$ cat src/hdl/fwr_pkg.sv
// shared constants and types for the full-weighting restriction block
`default_nettype none
package fwr_pkg;

  localparam int MAX_LEVEL  = 10;
  localparam int MIN_LEVEL  = 2;
  localparam int SAMPLE_W   = 32;
  localparam int LEVEL_W    = 4;
  localparam int LINE_DEPTH = (2 ** MAX_LEVEL) + 1;
  localparam int ADDR_W     = $clog2(LINE_DEPTH);
  localparam int CNT_W      = MAX_LEVEL + 1;
  localparam int COORD_W    = MAX_LEVEL - 1;
  localparam int SUM_W      = SAMPLE_W + 4;
  localparam int IN_TDATA_W  = ((SAMPLE_W + 7) / 8) * 8;
  localparam int OUT_FIELD_W = 2 * COORD_W + SAMPLE_W;
  localparam int OUT_TDATA_W = ((OUT_FIELD_W + 7) / 8) * 8;

  localparam logic [LEVEL_W-1:0] LEVEL_RESET = LEVEL_W'(MAX_LEVEL);

  typedef logic signed [SAMPLE_W-1:0] sample_t;

  typedef struct packed {
    logic               hit;
    logic               last;
    logic [COORD_W-1:0] coarse_row;
    logic [COORD_W-1:0] coarse_col;
    logic [ADDR_W-1:0]  addr;
  } fwr_ctrl_t;

endpackage
`default_nettype wire

$ cat src/hdl/fwr_stencil.sv
// 3x3 window registers and the 9-point full-weighting sum
`default_nettype none
module fwr_stencil (
  input  wire logic             clk,
  input  wire logic             rst_n,
  input  wire logic             shift_en,
  input  wire fwr_pkg::sample_t top,
  input  wire fwr_pkg::sample_t mid,
  input  wire fwr_pkg::sample_t bot,
  output      fwr_pkg::sample_t value
);
  import fwr_pkg::*;

  sample_t win_r [6];
  logic signed [SUM_W-1:0] corners;
  logic signed [SUM_W-1:0] edges;
  logic signed [SUM_W-1:0] centre;
  logic signed [SUM_W-1:0] total;
  logic signed [SUM_W-1:0] scaled;

  // window: [0..1] top row, [2..3] middle row, [4..5] bottom row, oldest first
  always_ff @(posedge clk) begin
    if (!rst_n) begin
      for (int k = 0; k < 6; k++) begin
        win_r[k] <= '0;
      end
    end else if (shift_en) begin
      win_r[0] <= win_r[1];
      win_r[1] <= top;
      win_r[2] <= win_r[3];
      win_r[3] <= mid;
      win_r[4] <= win_r[5];
      win_r[5] <= bot;
    end
  end

  always_comb begin
    corners = SUM_W'(win_r[0]) + SUM_W'(top) + SUM_W'(win_r[4]) + SUM_W'(bot);
    edges   = SUM_W'(win_r[1]) + SUM_W'(win_r[2]) + SUM_W'(mid) + SUM_W'(win_r[5]);
    centre  = SUM_W'(win_r[3]);
    total   = corners + (edges <<< 1) + (centre <<< 2);
    scaled  = total >>> 4;
    value   = scaled[SAMPLE_W-1:0];
  end

endmodule
`default_nettype wire
$ cat config.mk
export PLATFORM = sky130hd
export DESIGN_NAME = fwr_stencil
export DESIGN_NICKNAME = d
export VERILOG_FILES = /design/src/hdl/fwr_pkg.sv /design/src/hdl/fwr_stencil.sv
export SDC_FILE = /design/constraint.sdc
export NUM_CORES = 1
export LEC_CHECK = 0
export BUFFER_PORTS_ARGS = -buffer_cell sky130_fd_sc_hd__buf_2
export CAP_MARGIN = 20
export CORE_AREA = 2 2 160 162
export DETAILED_ROUTE_END_ITERATION = 10
export DIE_AREA = 0 0 162 164
export PLACE_DENSITY_LB_ADDON = 0.15
export REMOVE_ABC_BUFFERS = 1
export SLEW_MARGIN = 40
export SYNTH_ARGS = -nofsm -noshare
export SYNTH_HDL_FRONTEND = slang
export SYNTH_SLANG_ARGS = --single-unit
$ cat constraint.sdc
create_clock -name clk -period 18.6 [get_ports clk]
set_input_delay 1.86 -clock clk [delete_from_list [all_inputs] [get_ports clk]]
set_output_delay 1.86 -clock clk [all_outputs]
set_load 0.01 [all_outputs]
* After elaboration in Yosys (flattened, before gate mapping) *
Memories as Yosys holds them, arrays and structs flattened.
Index checks and enable logic that the tools add are counted.

word-level totals
  register bits = 0
  bits in writable memories = 192
  memories = 1

operators by class
  add/subtract/negate cells = 8
  mux-type cells = 10
  bitwise logic cells = 6

memory list
  name   depth  width  rd ports  clocked after Yosys merged registers in  write ports  RTL line           RTL
  win_r  6      32     6         0                                        6            fwr_stencil.sv:14  sample_t win_r [6];

operators by type and width
  cell                     count
  2-to-1 mux 32 bit        6
  adder 34 x 32 -> 35 bit  2
  adder 33 x 32 -> 34 bit  2
  adder 32 x 32 -> 33 bit  2
  adder 35 x 36 -> 36 bit  1
  adder 36 x 34 -> 36 bit  1
  OR 1 bit                 6
  2-to-1 mux 1 bit         4

* Longest topological paths before layout *
  word-level depth = 5
  depth in mapped cells = 30
  gate-level depth less buffers = 30

* Worst setup path after synthesis *
No wires, ideal clock.

  kind = in2out
  from = input mid[1]
  to = output value[31]
  arrival time = 9000 ps
  slack = 7740 ps
  stages = 30
  path buffers = 0
  cell sequence = inv_1 > fa_1 > fa_1 > inv_1 > ha_1 > inv_1 > fa_1 > nor2b_1 > o31a_1 > o21a_1 > o311ai_2 > a21boi_1 > o21a_1 > o21ai_1 > mux2_1 > a2111oi_0 > fa_1 > fa_1 > fa_1 > inv_1 > ha_1 > a21oi_4 > o21ai_1 > a2111oi_0 > or3_1 > o2111ai_1 > a21o_1 > a21oi_1 > o21bai_1 > xnor2_1

on the way
  longest elaborated chain between the ends = 4

ends and longest elaborated chain
  what                     RTL line           RTL
  start: declaration       fwr_stencil.sv:8   input wire fwr_pkg::sample_t mid,
  adder 33 x 32 -> 34 bit  fwr_stencil.sv:39  edges = SUM_W'(win_r[1]) + SUM_W'(win_r[2]) + SUM_W'(mid) + SUM_W'(win_r[5]);
  adder 34 x 32 -> 35 bit  fwr_stencil.sv:39
  adder 35 x 36 -> 36 bit  fwr_stencil.sv:41  total = corners + (edges <<< 1) + (centre <<< 2);
  adder 36 x 34 -> 36 bit  fwr_stencil.sv:41
  end: declaration         fwr_stencil.sv:10  output fwr_pkg::sample_t value

Every way passes these cells.

* Worst setup path after layout *
Same ends and word-level chain as after synthesis.

==> impl_metrics.tcl <==
set metrics [dict create \
    seq_area_frac_synth_pct 37.22 \
    cts-root-buf "clkbuf_16" \
    die_x_um 162 \
    dr_total_vias 9942 \
    ys_top_cells_by_count "inv_1 (332), and3_1 (200), fa_1 (199), edfxtp_1 (192), ha_1 (68)" \
    crit_required_ps 16740 \
    rows 58 \
    cp_max_fo 5 \
    place_area_um2 16440 \
    cts_tree "done" \
    synth.cell_area_um2 15490 \
    hold_path_startpoint "win_r[5][22]" \
    max_slew_margin_pct 47.03 \
    largestRegisters "win_r (192)" \
    netlist_instances 1367 \
    finalNetCount 1847 \
    cpPeakStageDelay_ps 570 \
    netlist.area_leader.share_pct 37.22 \
    cp-start-kind "input pin" \
    hold_buffers 0 \
    yosysTopAreaCell "edfxtp_1" \
    synth_edf_count 192 \
    fin_crit_sh_pct 64.73 \
    yosys-top-cells-area "edfxtp_1 (37%), fa_1 (26%), and3_1 (8.1%)" \
    seq_area_um2 5766 \
    area_growth_pct 10.15 \
    port_buffers 130 \
    postCtsResizedCells 0 \
    clkTransAtPathRegs_ps 70 \
    start_util_pct 62.41 \
    dr.pass1.iters 5 \
    synth.most_common_cell "inv_1" \
    drv_cap 0 \
    max_flop_register "win_r" \
    worst_slew_pin_slew_ps 794.5 \
    syn_avg_cell_area_um2 11.33 \
    top_level_ports 131 \
    n_fill_cell 1905 \
    ant_nets 0 \
    cp.arrival_ps 10180 \
    slowest_stage "a2111oi_0" \
    grt_antenna_before_repair 0 \
    cts_num_sinks 192 \
    antenna_cells 0 \
    timing.final.crit_period_ps 12040 \
    grt_setup_unrepaired "no" \
    whs_path_depth 1 \
    ys_types 62 \
    setup_viol 0 \
    htree_levels 4 \
    final_layout_size_suffix_gt1_share_pct 12.65 \
    grt_start_max_net_pins 104 \
    r2r-start "win_r[3][25]" \
    yosys_register_bits 192 \
    min_path_type "flop to flop" \
    whs_endpoint "win_r[4][22]" \
    crit_top_cell "fa_1" \
    globalplace.congestion 0.8551 \
    tns_ps 0 \
    core-area_um2 24820 \
    postCtsSetupBuffers 0 \
    wl_per_cell_um 17.13 \
    largest_reg_flops 192 \
    finalInstanceArea_um2 17060 \
    synth_flop_cell "edfxtp_1" \
    die_y_um 164 \
    yosysWarnings 0 \
    crit-reg2reg-capture "win_r[2][25]" \
    synthArstFlopShare_pct 0 \
    outcome "completed" \
    die_area_um2 26570 \
    route.detailed.drc 0 \
    overflow 0 \
    rr_worst_depth 1 \
    drv_slew 0 \
    clk_latency_ps 440 \
    multi_input_area_um2 8329 \
    clockBufferDepth 2 \
    grt_pass1_wl_um 51210 \
    critPathCaptureType "primary output" \
    fmaxAchievable_ghz 0.08306 \
    hold_viol_final 0 \
    first_global_vias 10410 \
    fin_worst_skew_ps 7.636 \
    drt_iter0_markers 679 \
    dpl.hpwl_um 23870 \
    routed_wirelength_um 31240 \
    cts_buffers 17 \
    routed_via_density 5.451 \
    regToRegSetupSlack_ps 17680 \
    track_usage_pct 24.88 \
    path_class "input pin to primary output" \
]
## cell usage in the layout (no fill, tap or decap), types with 4 or more instances in the layout
cell and instances:
fa_1 199, o21ai_1 10, clkbuf_16 17, buf_4 4, nand2b_1 10, nand3_1 5, or3_1 6, and3_1 200
nor3_1 7, edfxtp_1 192, ha_1 68, buf_2 128, o21bai_1 4, a31oi_1 8, o21ai_0 19, a21o_1 21
nand2_1 27, a21oi_1 37, nor2_1 36, xnor2_1 28, nand4_1 7, xor2_1 30, o21a_1 13, nor2b_1 11
inv_1 332
## worst max-delay path by stage
stage | from | to | cells after the start
after floorplan | mid[1] | value[31] | 30
after global placement | mid[1] | value[31] | 32
after detailed placement | mid[1] | value[31] | 32
after CTS | mid[1] | value[31] | 32
after global routing | mid[1] | value[31] | 32
final | mid[1] | value[31] | 32
## per-layer routing
layer	up-vias	GRT usage, %	part of all wire, %
met4	0	6.436	1.8
met2	255	41.80	50
met3	47	3.662	4.8
met5	-	0	0
met1	4932	34.51	44
li1	4708	-	-
## through the flow
step | setup slack [ps] | instances | utilization, % | hold slack [ps]
3_5_place_dp | 6564 | 1789 | 66.25 | 558.4
4_1_cts | 6511 | 1821 | 68.48 | 574.4
2_1_floorplan | 7740 | 1325 | - | 547.7
5_1_grt | 6109 | 1824 | 68.74 | 590.3
6_report | 6561 | 1824 | 68.74 | 573.5
3_3_place_gp | 6828 | 1789 | 66.23 | 555.7
## critical path, delay by kind of cell
kind                       cells  cell delay [ps]
AOI/OAI and AO/OA             14             3700
adders and majority gates      8             3380
buffers and inverters          6              460
muxes                          1              320
and+or+nand+nor                2              270
xor gates and xnor gates       1              140
## logic make-up (layout without fill, tap and decap cells)
| kind of cell | count (synthesis) | after routing | share of synthesized area (%) |
|---|---|---|---|
| buffers and inverters | 374 | 501 | 9.063 |
| AND/OR/NAND/NOR | 323 | 323 | 12.08 |
| adder cells (fa/ha/maj) | 267 | 267 | 31.21 |
| AO/OA/AOI/OAI | 152 | 152 | 7.076 |
| XOR/XNOR | 58 | 58 | 3.280 |
| flip-flops | 192 | 192 | 37.22 |
| multiplexers | 1 | 1 | 0.07269 |
## final cells by class
cell class                      instances  share of cell area, %
Multi-Input combinational cell        801                  48.82
Sequential cell                       192                  33.79
Inverter                              332                  7.304
Timing Repair Buffer                  137                  4.415
Clock buffer                           17                  2.493
Tap cell                              330                  2.420
Clock inverter                         15                 0.7554
Power is left out: the tool's default activity adds up to more than one toggle a clock period on the data nets, which glitch-free logic cannot reach.
