[src/hdl/fwr_pkg.sv]
// shared constants and types for the full-weighting restriction block
`default_nettype none
package fwr_pkg;

  localparam int MAX_LEVEL  = 10;
  localparam int MIN_LEVEL  = 2;
  localparam int SAMPLE_W   = 32;
  localparam int LEVEL_W    = 4;
  localparam int LINE_DEPTH = (2 ** MAX_LEVEL) + 1;
  localparam int ADDR_W     = $clog2(LINE_DEPTH);
  localparam int CNT_W      = MAX_LEVEL + 1;
  localparam int COORD_W    = MAX_LEVEL - 1;
  localparam int SUM_W      = SAMPLE_W + 4;
  localparam int IN_TDATA_W  = ((SAMPLE_W + 7) / 8) * 8;
  localparam int OUT_FIELD_W = 2 * COORD_W + SAMPLE_W;
  localparam int OUT_TDATA_W = ((OUT_FIELD_W + 7) / 8) * 8;

  localparam logic [LEVEL_W-1:0] LEVEL_RESET = LEVEL_W'(MAX_LEVEL);

  typedef logic signed [SAMPLE_W-1:0] sample_t;

  typedef struct packed {
    logic               hit;
    logic               last;
    logic [COORD_W-1:0] coarse_row;
    logic [COORD_W-1:0] coarse_col;
    logic [ADDR_W-1:0]  addr;
  } fwr_ctrl_t;

endpackage
`default_nettype wire

[src/hdl/fwr_ctrl.sv]
// level register, fine raster counters and coarse point detection
`default_nettype none
module fwr_ctrl (
  input  wire logic                   clk,
  input  wire logic                   rst_n,
  input  wire logic                   cfg_wr_en,
  input  wire logic [fwr_pkg::LEVEL_W-1:0] cfg_wr_data,
  input  wire logic                   advance,
  output      fwr_pkg::fwr_ctrl_t     ctrl
);
  import fwr_pkg::*;

  logic [LEVEL_W-1:0] level_r;
  logic [CNT_W-1:0]   row_r, row_nxt;
  logic [CNT_W-1:0]   col_r, col_nxt;
  logic [LEVEL_W-1:0] lev;
  logic [CNT_W-1:0]   side_m1;
  logic [CNT_W-1:0]   side_m2;
  logic               in_range;

  always_comb begin
    if (level_r < LEVEL_W'(MIN_LEVEL)) begin
      lev = LEVEL_W'(MIN_LEVEL);
    end else if (level_r > LEVEL_W'(MAX_LEVEL)) begin
      lev = LEVEL_W'(MAX_LEVEL);
    end else begin
      lev = level_r;
    end
    side_m1 = CNT_W'(1) << lev;
    side_m2 = side_m1 - CNT_W'(1);
  end

  always_comb begin
    row_nxt = row_r;
    col_nxt = col_r;
    if (advance) begin
      if (col_r == side_m1) begin
        col_nxt = '0;
        row_nxt = (row_r == side_m1) ? '0 : row_r + CNT_W'(1);
      end else begin
        col_nxt = col_r + CNT_W'(1);
      end
    end
  end

  always_ff @(posedge clk) begin
    if (!rst_n) begin
      level_r <= LEVEL_RESET;
      row_r   <= '0;
      col_r   <= '0;
    end else if (cfg_wr_en) begin
      level_r <= cfg_wr_data;
      row_r   <= '0;
      col_r   <= '0;
    end else begin
      row_r <= row_nxt;
      col_r <= col_nxt;
    end
  end

  assign in_range = row_r[0] && col_r[0] &&
                    (row_r >= CNT_W'(3)) && (col_r >= CNT_W'(3)) &&
                    (row_r <= side_m2) && (col_r <= side_m2);

  always_comb begin
    ctrl.hit        = in_range;
    ctrl.last       = (row_r == side_m2) && (col_r == side_m2);
    ctrl.coarse_row = row_r[COORD_W:1];
    ctrl.coarse_col = col_r[COORD_W:1];
    ctrl.addr       = col_r[ADDR_W-1:0];
  end

endmodule
`default_nettype wire

[config.mk]
export PLATFORM = sky130hd
export DESIGN_NAME = fwr_ctrl
export DESIGN_NICKNAME = d
export VERILOG_FILES = /design/src/hdl/fwr_pkg.sv /design/src/hdl/fwr_ctrl.sv
export SDC_FILE = /design/constraint.sdc
export NUM_CORES = 1
export LEC_CHECK = 0
export BUFFER_PORTS_ARGS = -buffer_cell sky130_fd_sc_hd__buf_4
export CORE_MARGIN = 2
export CORE_UTILIZATION = 40
export CTS_CLUSTER_SIZE = 28
export DETAILED_ROUTE_END_ITERATION = 10
export HOLD_SLACK_MARGIN = 0.1
export SLEW_MARGIN = 20
export SYNTH_ARGS = -nofsm -noshare
export SYNTH_HDL_FRONTEND = slang
export SYNTH_SLANG_ARGS = --single-unit
[constraint.sdc]
create_clock -name clk -period 3.9 [get_ports clk]
set_input_delay 0 -clock clk [delete_from_list [all_inputs] [get_ports clk]]
set_output_delay 0 -clock clk [all_outputs]
set_load 0.05 [all_outputs]
# Word level (Yosys, flattened, before mapping)
# Cells that the tools add are included.
classes:
  muxes: 4
  addsub: 3
  order_cmp: 6
  eq_ne: 4
  shifts: 1
  n_reduce_logical: 8
  n_bitwise: 1
ops:
  columns: ["cell", "n"]
  rows:
  - ["== test 11 bit", 4]
  - ["adder 11 x 1 -> 11 bit (second input constant)", 2]
  - ["greater-or-equal comparator 11 x 2 -> 1 bit (second input constant)", 2]
  - ["<= comparator 11 bit", 2]
  - ["2-to-1 mux 11 bit", 2]
  - ["<< shifter 1 x 4 -> 11 bit (first input constant)", 1]
  - ["subtractor 11 x 1 -> 11 bit (second input constant)", 1]
  - ["2-to-1 mux 4 bit", 2]
  - ["logical AND 1 bit", 6]
  - ["> comparator 4 bit (second input constant)", 1]
  - ["less-than comparator 4 x 2 -> 1 bit (second input constant)", 1]
  - ["AND reduction 2 bit", 1]
  - ["OR reduction 2 bit", 1]
  - ["NOT 1 bit", 1]
word_totals:
  inputBits: 8
  reg_bits: 26
  out_inout_bits: 31
  wordCells: 30

# Logic depth before layout (Yosys ltp)
logic_depth:
  word_depth: 8
  mapped_depth: 15
  depth_no_buf: 12

# Worst setup path before layout
# Ideal clock, no wire load.
synth_timing:
  path_kind: "register to output"
  startpoint: "register level_r[3]"
  endpoint: "output port ctrl[29] (netlist bit)"
  path_stages_with_launch: 12
  t_required_ns: 3.900
  n_path_buf: 3
  setup_slack_ns: 0.472
  t_arrival_ns: 3.428
  path_cell_list: "dfxtp_1 -> buf_2 -> buf_4 -> clkbuf_1 -> nand2_1 -> o21a_1 -> ha_1 -> nand3_1 -> nor2_1 -> nand3_1 -> a211o_1 -> nor4_1"
synth_lines:
  columns: ["element", "line", "source"]
  rows:
  - ["start: declaration", "fwr_ctrl.sv:13", "logic [LEVEL_W-1:0] level_r;"]
  - ["start signal: assignment", "fwr_ctrl.sv:52", "level_r <= cfg_wr_data;"]
  - ["end: declaration", "fwr_ctrl.sv:9", "output fwr_pkg::fwr_ctrl_t ctrl"]

==> out/metrics.yaml <==
floorplan:
  die-width_um: 84.3
  die-area_um2: 7100
  ioPinCount: 39
  die_y_um: 84.3
  initial_core_util: 0.410
  core_area_um2: 6280
  fp-row-count: 29
timing:
  fmax_ghz: 0.302
  setup_viol: 0
  skew_ns: 0.00211
  slew_headroom: 0.420
  fin_setup_tns_ns: 0
  rsz0062_at_grt: "no"
  finalHoldViolCount: 0
  min_period_over_period: 0.850
  worst_slew_pin_slew_ns: 0.869
  whs_ns: 0.310
  maxSlewViolCount: 0
  post-route-min-period_ns: 3.31
logic_synthesis:
  synthMuxAreaShare: 0.0238
  syn_area_um2: 2580
  avgSynthCellArea_um2: 7.71
  synth_adder_area_share: 0.0767
  ys_seq_area_frac: 0.202
  yosys-top-cells-area: "dfxtp_1 20%, ha_1 7.3%, buf_4 6.7%"
  synth_seq_cells: 26
  synth_xor_area_frac: 0.0714
  synth_top_area_share: 0.202
  synth_top_area_cell: "dfxtp_1"
  syn_inst: 334
  synth_top_family_by_area: "simple AND/OR/NAND/NOR gates"
  yosysWarnings: 0
  yosys_most_used_dff: "dfxtp_1"
  async_reset_ff_frac: 0
  synth_edf_count: 0
  synth_simple_gate_area_frac: 0.296
  ys_types: 61
  synth_compound_area_frac: 0.193
drt:
  wire_per_inst_um: 16.3
  wirelength_um: 6820
  ant_nets: 0
  drtIter0Drc: 201
  drc: 0
  viasPerCell: 5.89
  num_vias: 2469
  drt_first_pass_iters: 5
worst_setup_path:
  path_class: "reg -> out"
  worstPathArrival_ns: 3.31
  crit_required_ns: 3.90
  end_kind: "primary output"
  worstPathMaxFanout: 23
  r2r-start: "level_r[3]$_SDFFE_PN1P_"
  r2r_slack_ns: 1.05
  crit_path_start_kind: "flop"
  r2r_end: "row_r[10]$_SDFFE_PP0P_"
  ff2ff_path_depth: 7
power:
  ir_worst_vdd_v: 0.000118
  power.density_nw_per_um2: 213
  p_total_mw: 0.601
  leakage_nw: 1.09
cts:
  root_buffer: "clkbuf_8"
  cts_buffer_depth: 2
  cts_tree: "done"
  ctsHoldBuffers: 11
  postCtsSetupRepairBufs: 0
  clkSinkCount: 26
  cts-buffers-inserted: 3
  h-tree-depth: 1
  cts_resized: 0
  path_clk_slew_ns: 0.10
  clock_latency_ns: 0.28
placement:
  dpl.hpwl_um: 4860
  globalplace.congestion: 0.885
  portBuffers: 38
grt:
  grt_overflow: 0
  antenna_found_initial: 0
  track_usage: 0.190
  grt_pass1_wl_um: 11100
  grt_max_degree: 29
  grt_pass1_vias: 2214
min_path:
  min_path_type: "in -> reg"
  min_to: "row_r[4]$_SDFFE_PP0P_"
  hold_depth: 3
  worstHoldStart: "cfg_wr_en"
layout:
  fill_cells: 680
  layout.nets: 366
  insertedDiodeCount: 0
  synthToLayoutAreaGrowth_pct: 9.47
  drive_gt1_frac: 0.146
outcome:
  status: "completed"
run:
  cap_viol_max_count: 0
## report_power, final
part | leakage, nW | switching (mW) | internal, mW
clock | 0.0288 | 0.0963 | 0.0906
sequential | 0.210 | 0.0183 | 0.269
combinational | 0.854 | 0.0678 | 0.0592
total | 1.09 | 0.182 | 0.419
## placed cells by master (no fill, tap or decap), drive strengths merged, types with 5 or more instances in the layout
cell type	Yosys	final
a21oi	22	22
and3	7	7
buf	35	38
dfxtp	26	26
dlygate4sd3	0	11
ha	15	15
inv	9	9
mux2i	5	5
nand2	20	20
nand2b	9	9
nand3	19	19
nand4	6	6
nor2	22	22
nor2b	7	7
nor3	10	10
nor4	5	5
o21ai	12	12
or3	5	5
xnor2	10	10
xor2	11	11
## per-layer routing
layer / track usage / vias to the layer above / share of wire
met2: 0.308 / 87 / 0.45
li1: - / 1201 / -
met1: 0.261 / 1170 / 0.47
met3: 0.0246 / 11 / 0.057
met4: 0.0660 / 0 / 0.023
met5: 0 / - / 0
## sequential cells by signal (all words and copies together), names as in the netlist
signal,cells
level_r,4
row_r,11
col_r,11
## cell usage after synthesis, drive strengths merged, types with 7 or more instances
cell type,instances
nor2b,7
buf,35
ha,15
nor3,10
clkbuf,13
and3,7
xnor2,10
nor2,22
xor2,11
o21ai,12
a21oi,22
nand2b,9
inv,9
dfxtp,26
nand2,20
nand3,19
## metrics by stage
step,util,worst slack (ns),instances,area [um^2]
CTS,0.449,0.609,419,2820
global placement,0.423,0.929,404,2660
finish,0.449,0.587,419,2820
global route,0.449,0.360,419,2820
detailed placement,0.423,0.925,404,2660
floorplan,-,0.472,337,2590
## logic make-up after synthesis
logic type                 Yosys count
xor gates and xnor gates            21
and+or+nand+nor                    133
DFF                                 26
adders and majority gates           16
other                                1
AOI/OAI and AO/OA                   74
muxes                                6
buffers and inverters               57
## final cells by class
class	instances	area [um^2]	share of cell area
multi-input combinational	254	1720	0.610
sequential	26	520	0.185
clock buffer	4	55.1	0.0195
timing repair buffer	49	395	0.140
tap	77	96.3	0.0342
inverter	9	33.8	0.0120
## critical path, stage by stage (launching register included)
cell      delay [ns]
dfxtp_1         0.56
or2_2           0.44
a21o_1          0.19
a21oi_1         0.24
ha_1            0.30
a21oi_1         0.12
o21ai_0         0.10
maj3_1          0.35
a211oi_1        0.24
nor2_1          0.07
nor3_1          0.19
buf_4           0.23
## worst max path at each step
stage,from,endpoint,slack [ns]
2_1_floorplan,level_r[3]$_SDFFE_PN1P_,ctrl[29],0.47
3_3_place_gp,level_r[1]$_SDFFE_PN1P_,ctrl[30],0.93
3_5_place_dp,level_r[1]$_SDFFE_PN1P_,ctrl[30],0.93
4_1_cts,level_r[1]$_SDFFE_PN1P_,ctrl[30],0.61
5_1_grt,level_r[3]$_SDFFE_PN1P_,ctrl[30],0.36
6_report,level_r[1]$_SDFFE_PN1P_,ctrl[30],0.59
(Power assumes the default switching activity.)
